## config.mk

```make
export PLATFORM = sky130hd
export DESIGN_NAME = imu_pose_stillness_qualifier
export DESIGN_NICKNAME = d
export VERILOG_FILES = /design/src/ipsq_pkg.sv /design/src/ipsq_mac.sv /design/src/ipsq_run.sv /design/src/imu_pose_stillness_qualifier.sv
export SDC_FILE = /design/constraint.sdc
export NUM_CORES = 2
export LEC_CHECK = 0
export CAP_MARGIN = 20
export CORE_ASPECT_RATIO = 0.6
export CORE_MARGIN = 4
export CORE_UTILIZATION = 25
export DETAILED_ROUTE_END_ITERATION = 10
export DONT_BUFFER_PORTS = 1
export SLEW_MARGIN = 20
export SYNTH_ARGS = -nofsm -noshare
export SYNTH_HDL_FRONTEND = slang
export SYNTH_SLANG_ARGS = --single-unit
```

## constraint.sdc

```tcl
create_clock -name i_clk -period 14.8 [get_ports i_clk]
set_clock_uncertainty 0.2 [all_clocks]
set_input_delay 4.44 -clock i_clk [delete_from_list [all_inputs] [get_ports i_clk]]
set_output_delay 4.44 -clock i_clk [all_outputs]
set_load 0.1 [all_outputs]
```

## src/ipsq_pkg.sv

```systemverilog
// Shared types, constants and helpers for the IMU pose stillness qualifier.
`default_nettype none
package ipsq_pkg;

    localparam int FIELD_W  = 16;
    localparam int LIM_W    = 15;
    localparam int CNT_W    = 4;
    localparam int CFG_IDX_W = 3;
    localparam int CFG_DAT_W = 16;
    localparam int OPND_W   = 32;
    localparam int PROD_W   = 64;
    localparam int ACC_W    = 34;
    localparam int IN_W     = 6 * FIELD_W;
    localparam int OUT_W    = 16;

    localparam logic [CFG_IDX_W-1:0] REG_TARGET_X      = 3'd0;
    localparam logic [CFG_IDX_W-1:0] REG_TARGET_Y      = 3'd1;
    localparam logic [CFG_IDX_W-1:0] REG_TARGET_Z      = 3'd2;
    localparam logic [CFG_IDX_W-1:0] REG_MIN_COSINE    = 3'd3;
    localparam logic [CFG_IDX_W-1:0] REG_MIN_MAGNITUDE = 3'd4;
    localparam logic [CFG_IDX_W-1:0] REG_MAX_MAGNITUDE = 3'd5;
    localparam logic [CFG_IDX_W-1:0] REG_RATE_LIMIT    = 3'd6;
    localparam logic [CFG_IDX_W-1:0] REG_CONFIRM_COUNT = 3'd7;

    localparam logic signed [FIELD_W-1:0] RST_TARGET_X = -16'sd13271;
    localparam logic signed [FIELD_W-1:0] RST_TARGET_Y = -16'sd9175;
    localparam logic signed [FIELD_W-1:0] RST_TARGET_Z = 16'sd3277;
    localparam logic [LIM_W-1:0] RST_MIN_COSINE    = 15'd10650;
    localparam logic [LIM_W-1:0] RST_MIN_MAGNITUDE = 15'd2048;
    localparam logic [LIM_W-1:0] RST_MAX_MAGNITUDE = 15'd2816;
    localparam logic [LIM_W-1:0] RST_RATE_LIMIT    = 15'd1024;
    localparam logic [CNT_W-1:0] RST_CONFIRM_COUNT = 4'd4;

    localparam logic [1:0] ACC_NONE = 2'd0;
    localparam logic [1:0] ACC_LOAD = 2'd1;
    localparam logic [1:0] ACC_ADD  = 2'd2;

    typedef struct packed {
        logic       issue;
        logic       neg;
        logic [1:0] op;
    } t_mac_ctl;

    typedef struct packed {
        logic update;
        logic pose;
    } t_run_req;

    typedef struct packed {
        logic [CNT_W-1:0] good_run;
        logic             confirmed;
        logic             changed;
    } t_run_res;

    function automatic logic [FIELD_W-1:0] abs16(input logic signed [FIELD_W-1:0] v);
        logic [FIELD_W-1:0] r;
        r = v[FIELD_W-1] ? FIELD_W'(-v) : FIELD_W'(v);
        return r;
    endfunction

endpackage
`default_nettype wire

```

## src/ipsq_mac.sv

```systemverilog
// Shared registered multiplier with signed accumulator.
`default_nettype none
module ipsq_mac (
    input  wire logic                             i_clk,
    input  wire logic                             i_rst_n,
    input  wire ipsq_pkg::t_mac_ctl               i_ctl,
    input  wire logic [ipsq_pkg::OPND_W-1:0]      i_a,
    input  wire logic [ipsq_pkg::OPND_W-1:0]      i_b,
    output logic [ipsq_pkg::PROD_W-1:0]           o_prod,
    output logic signed [ipsq_pkg::ACC_W-1:0]     o_acc
);

    logic [ipsq_pkg::PROD_W-1:0]       r_prod;
    logic                              r_neg;
    logic [1:0]                        r_op;
    logic [1:0]                        n_op;
    logic signed [ipsq_pkg::ACC_W-1:0] r_acc;
    logic signed [ipsq_pkg::ACC_W-1:0] n_acc;
    logic signed [ipsq_pkg::ACC_W-1:0] w_term;

    assign n_op = i_ctl.issue ? i_ctl.op : ipsq_pkg::ACC_NONE;

    always_ff @(posedge i_clk) begin
        if (!i_rst_n) begin
            r_op <= ipsq_pkg::ACC_NONE;
        end else begin
            r_op <= n_op;
        end
    end

    always_ff @(posedge i_clk) begin
        if (i_ctl.issue) begin
            r_prod <= i_a * i_b;
            r_neg  <= i_ctl.neg;
        end
        r_acc <= n_acc;
    end

    always_comb begin
        w_term = r_neg ? -signed'(r_prod[ipsq_pkg::ACC_W-1:0])
                       : signed'(r_prod[ipsq_pkg::ACC_W-1:0]);
        case (r_op)
            ipsq_pkg::ACC_LOAD: n_acc = w_term;
            ipsq_pkg::ACC_ADD:  n_acc = r_acc + w_term;
            default:            n_acc = r_acc;
        endcase
    end

    assign o_prod = r_prod;
    assign o_acc  = r_acc;

endmodule
`default_nettype wire

```

## src/ipsq_run.sv

```systemverilog
// Consecutive good sample counter and confirmation flag.
`default_nettype none
module ipsq_run (
    input  wire logic                         i_clk,
    input  wire logic                         i_rst_n,
    input  wire logic [ipsq_pkg::CNT_W-1:0]   i_confirm_count,
    input  wire ipsq_pkg::t_run_req           i_req,
    output ipsq_pkg::t_run_res                o_res
);

    logic [ipsq_pkg::CNT_W-1:0] r_run;
    logic [ipsq_pkg::CNT_W-1:0] n_run;
    logic                       r_conf;
    logic                       n_conf;
    logic [ipsq_pkg::CNT_W-1:0] w_need;

    always_comb begin
        w_need = (i_confirm_count == '0) ? ipsq_pkg::CNT_W'(1) : i_confirm_count;
        if (!i_req.pose) begin
            n_run = '0;
        end else if (r_run < w_need) begin
            n_run = r_run + ipsq_pkg::CNT_W'(1);
        end else begin
            n_run = r_run;
        end
        n_conf = (n_run >= w_need);
    end

    always_ff @(posedge i_clk) begin
        if (!i_rst_n) begin
            r_run  <= '0;
            r_conf <= 1'b0;
        end else if (i_req.update) begin
            r_run  <= n_run;
            r_conf <= n_conf;
        end
    end

    assign o_res.good_run  = n_run;
    assign o_res.confirmed = n_conf;
    assign o_res.changed   = n_conf ^ r_conf;

endmodule
`default_nettype wire

```

## src/imu_pose_stillness_qualifier.sv

```systemverilog
// Top level: sample capture, configuration, sequencer and result register.
//
// Usage: one IMU sample per transfer on the s_axis channel, one result per
// sample on the m_axis channel. Configuration is written through
// i_cfg_we / i_cfg_idx / i_cfg_data while the block is idle.
// A single 32x32 multiplier with an accumulator is stepped through eleven
// operations (the three squares, the three dot terms, the squared bounds,
// the squared dot, the squared cosine and its product with |a|^2).
// A new sample is taken only once the last one has finished its sequence;
// s_axis_tready is low while a sample is in work.
// When m_axis_tready is low, the result is held in the output register; a
// second sample is still taken and worked, and it waits in its last step
// until the output register frees.
// Reset (synchronous, active low) restores the default configuration, clears
// the run counter and confirmed flag, and empties the output register.
`default_nettype none
module imu_pose_stillness_qualifier (
    input  wire logic                               i_clk,
    input  wire logic                               i_rst_n,
    input  wire logic                               s_axis_tvalid,
    output logic                                    s_axis_tready,
    // accel_x, accel_y, accel_z, rate_x, rate_y, rate_z
    input  wire logic [ipsq_pkg::IN_W-1:0]          s_axis_tdata,
    output logic                                    m_axis_tvalid,
    input  wire logic                               m_axis_tready,
    // attitude_ok, still_ok, pose_now, good_run[3:0], confirmed, changed, zero pad
    output logic [ipsq_pkg::OUT_W-1:0]              m_axis_tdata,
    input  wire logic                               i_cfg_we,
    input  wire logic [ipsq_pkg::CFG_IDX_W-1:0]     i_cfg_idx,
    input  wire logic [ipsq_pkg::CFG_DAT_W-1:0]     i_cfg_data
);

    localparam logic [3:0] STEP_AXX = 4'd0;
    localparam logic [3:0] STEP_AYY = 4'd1;
    localparam logic [3:0] STEP_AZZ = 4'd2;
    localparam logic [3:0] STEP_DX  = 4'd3;
    localparam logic [3:0] STEP_DY  = 4'd4;
    localparam logic [3:0] STEP_DZ  = 4'd5;
    localparam logic [3:0] STEP_LO  = 4'd6;
    localparam logic [3:0] STEP_HI  = 4'd7;
    localparam logic [3:0] STEP_DD  = 4'd8;
    localparam logic [3:0] STEP_C2  = 4'd9;
    localparam logic [3:0] STEP_CM  = 4'd10;
    localparam logic [3:0] STEP_FIN = 4'd11;

    localparam int FW = ipsq_pkg::FIELD_W;
    localparam int OW = ipsq_pkg::OPND_W;

    logic signed [FW-1:0]             r_tx, r_ty, r_tz;
    logic [ipsq_pkg::LIM_W-1:0]       r_min_cos, r_min_mag, r_max_mag, r_rate_lim;
    logic [ipsq_pkg::CNT_W-1:0]       r_confirm;

    logic signed [FW-1:0]             r_ax, r_ay, r_az, r_gx, r_gy, r_gz;
    logic                             r_busy;
    logic [3:0]                       r_step;
    logic [OW-1:0]                    r_mag2;
    logic                             r_lo_ok;
    logic                             r_hi_ok;
    logic                             r_dneg;
    logic [OW-1:0]                    r_ad;
    logic [ipsq_pkg::PROD_W-1:0]      r_dd;
    logic                             r_out_valid;
    logic [ipsq_pkg::OUT_W-1:0]       r_out_data;

    ipsq_pkg::t_mac_ctl               w_ctl;
    logic [OW-1:0]                    w_a, w_b;
    logic [ipsq_pkg::PROD_W-1:0]      w_prod;
    logic signed [ipsq_pkg::ACC_W-1:0] w_acc;
    ipsq_pkg::t_run_req               w_req;
    ipsq_pkg::t_run_res               w_res;
    logic                             w_in_xfer;
    logic                             w_fin;
    logic                             w_dir_ok;
    logic                             w_att_ok;
    logic                             w_still_ok;
    logic                             w_pose;

    assign s_axis_tready = !r_busy;
    assign w_in_xfer     = s_axis_tvalid && !r_busy;
    assign w_fin         = r_busy && (r_step == STEP_FIN) && (!r_out_valid || m_axis_tready);

    always_ff @(posedge i_clk) begin
        if (!i_rst_n) begin
            r_tx       <= ipsq_pkg::RST_TARGET_X;
            r_ty       <= ipsq_pkg::RST_TARGET_Y;
            r_tz       <= ipsq_pkg::RST_TARGET_Z;
            r_min_cos  <= ipsq_pkg::RST_MIN_COSINE;
            r_min_mag  <= ipsq_pkg::RST_MIN_MAGNITUDE;
            r_max_mag  <= ipsq_pkg::RST_MAX_MAGNITUDE;
            r_rate_lim <= ipsq_pkg::RST_RATE_LIMIT;
            r_confirm  <= ipsq_pkg::RST_CONFIRM_COUNT;
        end else if (i_cfg_we) begin
            unique case (i_cfg_idx)
                ipsq_pkg::REG_TARGET_X:      r_tx       <= signed'(i_cfg_data);
                ipsq_pkg::REG_TARGET_Y:      r_ty       <= signed'(i_cfg_data);
                ipsq_pkg::REG_TARGET_Z:      r_tz       <= signed'(i_cfg_data);
                ipsq_pkg::REG_MIN_COSINE:    r_min_cos  <= i_cfg_data[ipsq_pkg::LIM_W-1:0];
                ipsq_pkg::REG_MIN_MAGNITUDE: r_min_mag  <= i_cfg_data[ipsq_pkg::LIM_W-1:0];
                ipsq_pkg::REG_MAX_MAGNITUDE: r_max_mag  <= i_cfg_data[ipsq_pkg::LIM_W-1:0];
                ipsq_pkg::REG_RATE_LIMIT:    r_rate_lim <= i_cfg_data[ipsq_pkg::LIM_W-1:0];
                ipsq_pkg::REG_CONFIRM_COUNT: r_confirm  <= i_cfg_data[ipsq_pkg::CNT_W-1:0];
            endcase
        end
    end

    always_ff @(posedge i_clk) begin
        if (!i_rst_n) begin
            r_busy      <= 1'b0;
            r_step      <= STEP_AXX;
            r_out_valid <= 1'b0;
        end else begin
            if (w_in_xfer) begin
                r_busy <= 1'b1;
                r_step <= STEP_AXX;
            end else if (w_fin) begin
                r_busy <= 1'b0;
            end else if (r_busy && r_step != STEP_FIN) begin
                r_step <= r_step + 4'd1;
            end
            if (w_fin) begin
                r_out_valid <= 1'b1;
            end else if (m_axis_tready) begin
                r_out_valid <= 1'b0;
            end
        end
    end

    always_ff @(posedge i_clk) begin
        if (w_in_xfer) begin
            r_ax <= signed'(s_axis_tdata[0*FW +: FW]);
            r_ay <= signed'(s_axis_tdata[1*FW +: FW]);
            r_az <= signed'(s_axis_tdata[2*FW +: FW]);
            r_gx <= signed'(s_axis_tdata[3*FW +: FW]);
            r_gy <= signed'(s_axis_tdata[4*FW +: FW]);
            r_gz <= signed'(s_axis_tdata[5*FW +: FW]);
        end
        if (r_busy && r_step == STEP_DY) begin
            r_mag2 <= w_acc[OW-1:0];
        end
        if (r_busy && r_step == STEP_HI) begin
            r_lo_ok <= ({{(ipsq_pkg::PROD_W-OW){1'b0}}, r_mag2} >= w_prod);
            r_dneg  <= w_acc[ipsq_pkg::ACC_W-1];
            r_ad    <= w_acc[ipsq_pkg::ACC_W-1] ? OW'(-w_acc) : w_acc[OW-1:0];
        end
        if (r_busy && r_step == STEP_DD) begin
            r_hi_ok <= ({{(ipsq_pkg::PROD_W-OW){1'b0}}, r_mag2} <= w_prod);
        end
        if (r_busy && r_step == STEP_C2) begin
            r_dd <= w_prod;
        end
        if (w_fin) begin
            r_out_data <= {7'b0, w_res.changed, w_res.confirmed, w_res.good_run,
                           w_pose, w_still_ok, w_att_ok};
        end
    end

    always_comb begin
        w_ctl.issue = r_busy && (r_step <= STEP_CM);
        w_ctl.neg   = 1'b0;
        w_ctl.op    = ipsq_pkg::ACC_NONE;
        w_a         = '0;
        w_b         = '0;
        unique case (r_step)
            STEP_AXX: begin
                w_a = OW'(ipsq_pkg::abs16(r_ax));
                w_b = w_a;
                w_ctl.op = ipsq_pkg::ACC_LOAD;
            end
            STEP_AYY: begin
                w_a = OW'(ipsq_pkg::abs16(r_ay));
                w_b = w_a;
                w_ctl.op = ipsq_pkg::ACC_ADD;
            end
            STEP_AZZ: begin
                w_a = OW'(ipsq_pkg::abs16(r_az));
                w_b = w_a;
                w_ctl.op = ipsq_pkg::ACC_ADD;
            end
            STEP_DX: begin
                w_a = OW'(ipsq_pkg::abs16(r_ax));
                w_b = OW'(ipsq_pkg::abs16(r_tx));
                w_ctl.neg = r_ax[FW-1] ^ r_tx[FW-1];
                w_ctl.op  = ipsq_pkg::ACC_LOAD;
            end
            STEP_DY: begin
                w_a = OW'(ipsq_pkg::abs16(r_ay));
                w_b = OW'(ipsq_pkg::abs16(r_ty));
                w_ctl.neg = r_ay[FW-1] ^ r_ty[FW-1];
                w_ctl.op  = ipsq_pkg::ACC_ADD;
            end
            STEP_DZ: begin
                w_a = OW'(ipsq_pkg::abs16(r_az));
                w_b = OW'(ipsq_pkg::abs16(r_tz));
                w_ctl.neg = r_az[FW-1] ^ r_tz[FW-1];
                w_ctl.op  = ipsq_pkg::ACC_ADD;
            end
            STEP_LO: begin
                w_a = OW'(r_min_mag);
                w_b = w_a;
            end
            STEP_HI: begin
                w_a = OW'(r_max_mag);
                w_b = w_a;
            end
            STEP_DD: begin
                w_a = r_ad;
                w_b = r_ad;
            end
            STEP_C2: begin
                w_a = OW'(r_min_cos);
                w_b = w_a;
            end
            STEP_CM: begin
                w_a = w_prod[OW-1:0];
                w_b = r_mag2;
            end
            default: begin
                w_a = '0;
                w_b = '0;
            end
        endcase
    end

    always_comb begin
        w_dir_ok   = !r_dneg && (r_dd >= w_prod);
        w_att_ok   = r_lo_ok && r_hi_ok && w_dir_ok;
        w_still_ok = (ipsq_pkg::abs16(r_gx) <= {1'b0, r_rate_lim})
                  && (ipsq_pkg::abs16(r_gy) <= {1'b0, r_rate_lim})
                  && (ipsq_pkg::abs16(r_gz) <= {1'b0, r_rate_lim});
        w_pose     = w_att_ok && w_still_ok;
        w_req.update = w_fin;
        w_req.pose   = w_pose;
    end

    ipsq_mac u_mac (
        .i_clk   (i_clk),
        .i_rst_n (i_rst_n),
        .i_ctl   (w_ctl),
        .i_a     (w_a),
        .i_b     (w_b),
        .o_prod  (w_prod),
        .o_acc   (w_acc)
    );

    ipsq_run u_run (
        .i_clk           (i_clk),
        .i_rst_n         (i_rst_n),
        .i_confirm_count (r_confirm),
        .i_req           (w_req),
        .o_res           (w_res)
    );

    assign m_axis_tvalid = r_out_valid;
    assign m_axis_tdata  = r_out_data;

endmodule
`default_nettype wire

```

Word level (Yosys, flattened, before mapping)
Cells that the tools add are included.

word-level totals
  bits in registers = 460
  input bits = 120
  output and inout bits = 18
  logic and storage cells = 144

operators by class
  add/subtract/negate cells = 14
  $mul = 1
  $lt $le $gt $ge = 9
  eq/ne operators = 21
  multiplexer cells = 23
  bitwise gates (word level) = 6
  reductions and logical operators = 40

operators by type and width
  kind                   count
  $pmux W32 S11          1
  $pmux W32 S8           1
  $mux W16               9
  $neg A16 Y16           9
  $pmux W34 S2           1
  $ge A32 B64 Y1         1
  $ge A64 B64 Y1         1
  $le A32 B64 Y1         1
  $mul A32 B32 Y64       1
  $le A16 B15 Y1         3
  $add A34 B34 Y34       1
  $mux W34               1
  $neg A34 Y34           1
  $mux W32               1
  $neg A32 Y32           1
  $reduce_and A2 Y1      10
  $eq A4 B3 Y1 const B   4
  $eq A4 B4 Y1 const B   4
  $logic_and A1 B1 Y1    15
  $eq A3 B3 Y1 const B   4
  $mux W4                3
  $add A4 B1 Y4 const B  2
  $eq A4 B2 Y1 const B   2
  $logic_not A4 Y1       2
  20 further kinds       35

Longest topological paths before layout
  depth in word-level cells = 9
  mapped depth = 40

Hierarchy
A second synthesis with hierarchy kept.

unflattened totals
  cells, all modules = 6270
  area total of the unflattened synthesis = 59580.9 µm²

modules (own cells, without submodules)
  module                        times used  cells each  area each (µm²)  seq. area each (µm²)
  ipsq_mac                      1           4222        39082.5          3012.9
  imu_pose_stillness_qualifier  1           1972        19912.8          9449.1
  ipsq_run                      1           76          585.6            100.1

Worst setup path before layout
Ideal clock, no wire load.

  kind = reg2reg
  start = register r_ay[7]
  end = register u_mac.r_prod, in the netlist u_mac.o_prod[59] (data pin)
  library setup time = 0.260 ns
  arrival = 9.552 ns
  required time = 14.340 ns
  setup slack = 4.789 ns
  stages on the path, launching flop included = 33
  period minus slack after synthesis = 10.011 ns
  path through = edfxtp_1 > or4_1 > or4_1 > nand2_1 > xor2_1 > o221ai_1 > a2111oi_0 > clkbuf_1 > nor2_1 > fa_1 > fa_1 > inv_1 > fa_1 > inv_1 > fa_1 > inv_1 > fa_1 > inv_1 > fa_1 > fa_1 > fa_1 > ha_1 > clkbuf_1 > a21oi_1 > o21ai_0 > inv_1 > a2111o_1 > o2bb2ai_1 > o41a_1 > a31oi_1 > a41oi_1 > nor2b_1 > xnor2_1

on the way
  longest elaborated chain between the ends = 4
  elaborated cells on any way between the ends = 5

ends and longest elaborated chain
  element                                               line                                 source
  from (decl)                                           imu_pose_stillness_qualifier.sv:53   logic signed [FW-1:0] r_ax, r_ay, r_az, r_gx, r_gy, r_gz;
  from (signal assigned)                                imu_pose_stillness_qualifier.sv:131  r_ay <= signed'(s_axis_tdata[1*FW +: FW]);
  $neg A16 Y16                                          ipsq_pkg.sv:57                       r = v[FIELD_W-1] ? FIELD_W'(-v) : FIELD_W'(v);
  $mux W16 *                                            ipsq_pkg.sv:57
  $pmux W32 S11 / $pmux W32 S8 (equally long branches)  imu_pose_stillness_qualifier.sv:163  unique case (r_step)
  $mul A32 B32 Y64 *                                    ipsq_mac.sv:33                       r_prod <= i_a * i_b;
  to (signal assigned)                                  ipsq_mac.sv:33
  to (decl)                                             ipsq_mac.sv:13                       logic [ipsq_pkg::PROD_W-1:0] r_prod;

Every way passes the cells marked *; elsewhere a longest branch is shown, timed or not.
A chain may end at the register's enable or synchronous reset.

Worst setup path after layout
  start = register r_step[0]
  end = register u_mac.r_prod, in the netlist u_mac.o_prod[62] (data pin)

on the way
  longest elaborated chain between the ends = 4
  elaborated cells on any way between the ends = 17

ends and longest elaborated chain
  element                                     line                                 source
  from (decl)                                 imu_pose_stillness_qualifier.sv:55   logic [3:0] r_step;
  from (signal assigned)                      imu_pose_stillness_qualifier.sv:118  r_step <= r_step + 4'd1;
  $eq A4 B3 Y1, or another cell as far along  imu_pose_stillness_qualifier.sv:163
  $reduce_or A2 Y1 (no source line)           -
  $pmux W32 S8                                imu_pose_stillness_qualifier.sv:163
  $mul A32 B32 Y64 *                          ipsq_mac.sv:33

Marks and branches as above.

==> impl_metrics.json <==
{
  "root_buffer": "clkbuf_16",
  "post-cts-setup-buffers": 0,
  "synthArstFlopShare_pct": 0,
  "relSlewSlack_pct": 17.9,
  "synth.avg_cell_area_um2": 9.18,
  "nFillCells": 24274,
  "grt_first_pass_wirelength_mm": 317,
  "grt_max_degree": 81,
  "outcome": "finished clean",
  "whs_ns": 0.255,
  "wl_per_cell_um": 23.0,
  "core.rowCount": 136,
  "hp-class": "flop to flop",
  "hold_viol_final": 0,
  "met2_usage_pct": 22.0,
  "drtIter0Drc": 5499,
  "path_common_cell": "fa_1",
  "syn_inst": 6346,
  "final.period_utilization_pct": 82.6,
  "grt-ovfl-total": 0,
  "ys_ff_latch": 460,
  "cts.sinks": 460,
  "syn-cell-area_um2": 58300,
  "busiest_layer": "met1",
  "cp.arrival_ns": 12.43,
  "ys_top_cells_by_area": "fa_1 31%, edfxtp_1 17%, ha_1 9.9%",
  "nNetsFinal": 7690,
  "gp_congestion": 1.00,
  "cp-startpoint": "r_step[0]",
  "globalRouteMet1Util_pct": 26.5,
  "worstPathRequired_ns": 15.00,
  "reg2reg_from": "r_step[0]",
  "fp.dieW_um": 631,
  "finalMaxSlewViolations": 0,
  "worst_r2r_path_depth": 32,
  "cts_buffers": 48,
  "dpl.hpwl_mm": 171,
  "end_kind": "flop",
  "start_util_pct": 25.3,
  "p_leak_nw": 28.5,
  "drive_above_1_share_pct": 4.56,
  "tns_ns": 0,
  "r2r-end": "u_mac.o_prod[62]",
  "grtUsageTotal_pct": 17.6,
  "layout_commonest_cell": "inv_1",
  "cts_resized": 0,
  "detail-route-antenna-nets": 0,
  "critPathCapture": "u_mac.o_prod[62]",
  "synth_top_area_share_pct": 30.8,
  "worstMarginPinSlew_ns": 1.23,
  "ios": 138,
  "grt_pass1_vias": 46606,
  "worstSetupPathType": "flop to flop",
  "crit_path_max_fanout": 80,
  "multi_input_area_um2": 40800,
  "drv_cap": 0,
  "period_minus_slack_ns": 12.23,
  "cts_tree": "built",
  "rsz0062_at_grt": "no",
  "port_buffers": 0,
  "final_cell_mix": "1,061 x inv_1, 972 x nand2_1, 897 x fa_1, 564 x nor2_1, 460 x ha_1",
  "vias_per_cell": 5.00,
  "slowest_stage": "nand3_2",
  "slowest_delay_ns": 1.01,
  "vias": 46825,
  "startpoint_type": "flop",
  "drc_errors": 0,
  "yosys.area.top_type": "fa_1",
  "regArea_um2": 12600,
  "synth_edf_count": 335,
  "clk_path_buf_depth": 3,
  "ys.flop_type": "edfxtp_1",
  "clk_latency_ns": 0.65,
  "routed_wl_mm": 215,
  "firstDrtPassIters": 6,
  "reg2reg_slack_ns": 2.57,
  "use_met3_pct": 9.16,
  "hold_buffers": 0,
  "yosys_warnings": 0,
  "die_h_um": 382,
  "clkTransAtPathRegs_ns": 0.07,
  "area_growth_pct": 9.67,
  "antenna_found_initial": 21,
  "power_density_nw_per_um2": 204,
  "die_area_um2": 241000,
  "yosysUniqueCellTypes": 78,
  "peakVddDrop_mv": 0.997,
  "coreArea_um2": 230000,
  "synth_seq_area_share_pct": 21.6,
  "fmax_mhz": 81.8,
  "fin_util_pct": 27.7,
  "setup_viol": 0,
  "htree_levels": 2
}
==> sequential cells by signal, indices dropped and copies added (netlist names), 32 cells and up <==
register	count
u_mac.o_acc	34
u_mac.o_prod	64
r_ad	32
r_dd	64
r_mag2	32
==> power breakdown <==
| group | internal (mW) | leakage (nW) | switching (mW) |
|---|---|---|---|
| clock network | 0.773 | 0.837 | 0.574 |
| logic | 3.43 | 23.6 | 6.20 |
| registers | 1.84 | 4.13 | 0.218 |
==> kinds of logic after synthesis <==
| group | count (synthesis) | synth area share, % |
|---|---|---|
| AND/OR/NAND/NOR | 1995 | 14.8 |
| adder cells (fa/ha/maj) | 1358 | 40.7 |
| XOR/XNOR | 281 | 4.22 |
| flip-flops | 460 | 21.6 |
| AO/OA/AOI/OAI | 867 | 9.62 |
| multiplexers | 13 | 0.228 |
| other | 1 | 0.00643 |
| buffers and inverters | 1371 | 8.87 |
==> synth_stat cells (all sizes together), types with 29 or more instances <==
library cell / number
o21ai: 156
o31ai: 59
nand2: 973
buf: 34
nand3: 72
a22o: 34
a21oi: 271
or3: 33
nand2b: 64
nor2b: 38
a21o: 74
nor2: 568
edfxtp: 335
inv: 1062
xnor2: 181
fa: 897
xor2: 100
ha: 461
nor4: 31
or4: 35
a22oi: 66
clkbuf: 275
and2: 32
dfxtp: 125
nand4: 56
nor3: 37
o22ai: 29
==> worst max-delay path: cells and delay by family (launching register included) <==
| kind | cells | cell delay, ns |
|---|---|---|
| fa+ha+maj | 10 | 4.86 |
| compound gates | 8 | 3.26 |
| simple gates | 7 | 2.43 |
| xor+xnor | 1 | 0.14 |
| flops | 1 | 0.40 |
| buf+inv | 6 | 0.69 |
==> routing by layer <==
layer / vias up / part of all wire (%)
li1: 20067 / -
met1: 23716 / 45
met2: 2775 / 36
met5: - / 0.17
met3: 259 / 17
met4: 8 / 1.8
==> stage by stage <==
stage | power [mW] | setup slack (ns) | instances | instance area (µm²)
after detailed placement | 11.1 | 3.05 | 9265 | 62100
after floorplan | 7.98 | 4.79 | 6352 | 58300
after global placement | 11.1 | 2.99 | 9265 | 62100
after global routing | 14.0 | 2.19 | 9361 | 63900
after CTS | 12.6 | 3.04 | 9355 | 63900
final | 13.0 | 2.57 | 9368 | 63900
==> cell type report <==
class / count / area share [%]
clock inverters: 27 / 0.570
multi-input cells: 4521 / 63.8
inverters: 1062 / 6.24
repair buffers: 119 / 1.42
diodes: 11 / 0.0431
well taps: 3105 / 6.08
clock buffers: 63 / 2.16
flip-flops and latches: 460 / 19.7
==> how the worst min path moves through the flow <==
stage	startpoint	endpoint	slack (ns)	depth (start not counted)
global route	r_max_mag[7]	r_max_mag[7]	0.27	2
CTS	r_min_mag[8]	r_min_mag[8]	0.26	2
detailed placement	r_min_mag[8]	r_min_mag[8]	0.25	2
global placement	r_rate_lim[13]	r_rate_lim[13]	0.24	2
floorplan	u_mac.o_prod[10]	r_dd[10]	0.22	0
finish	r_min_mag[9]	r_min_mag[9]	0.25	2
Note: power is estimated with default switching activity, not from simulation.
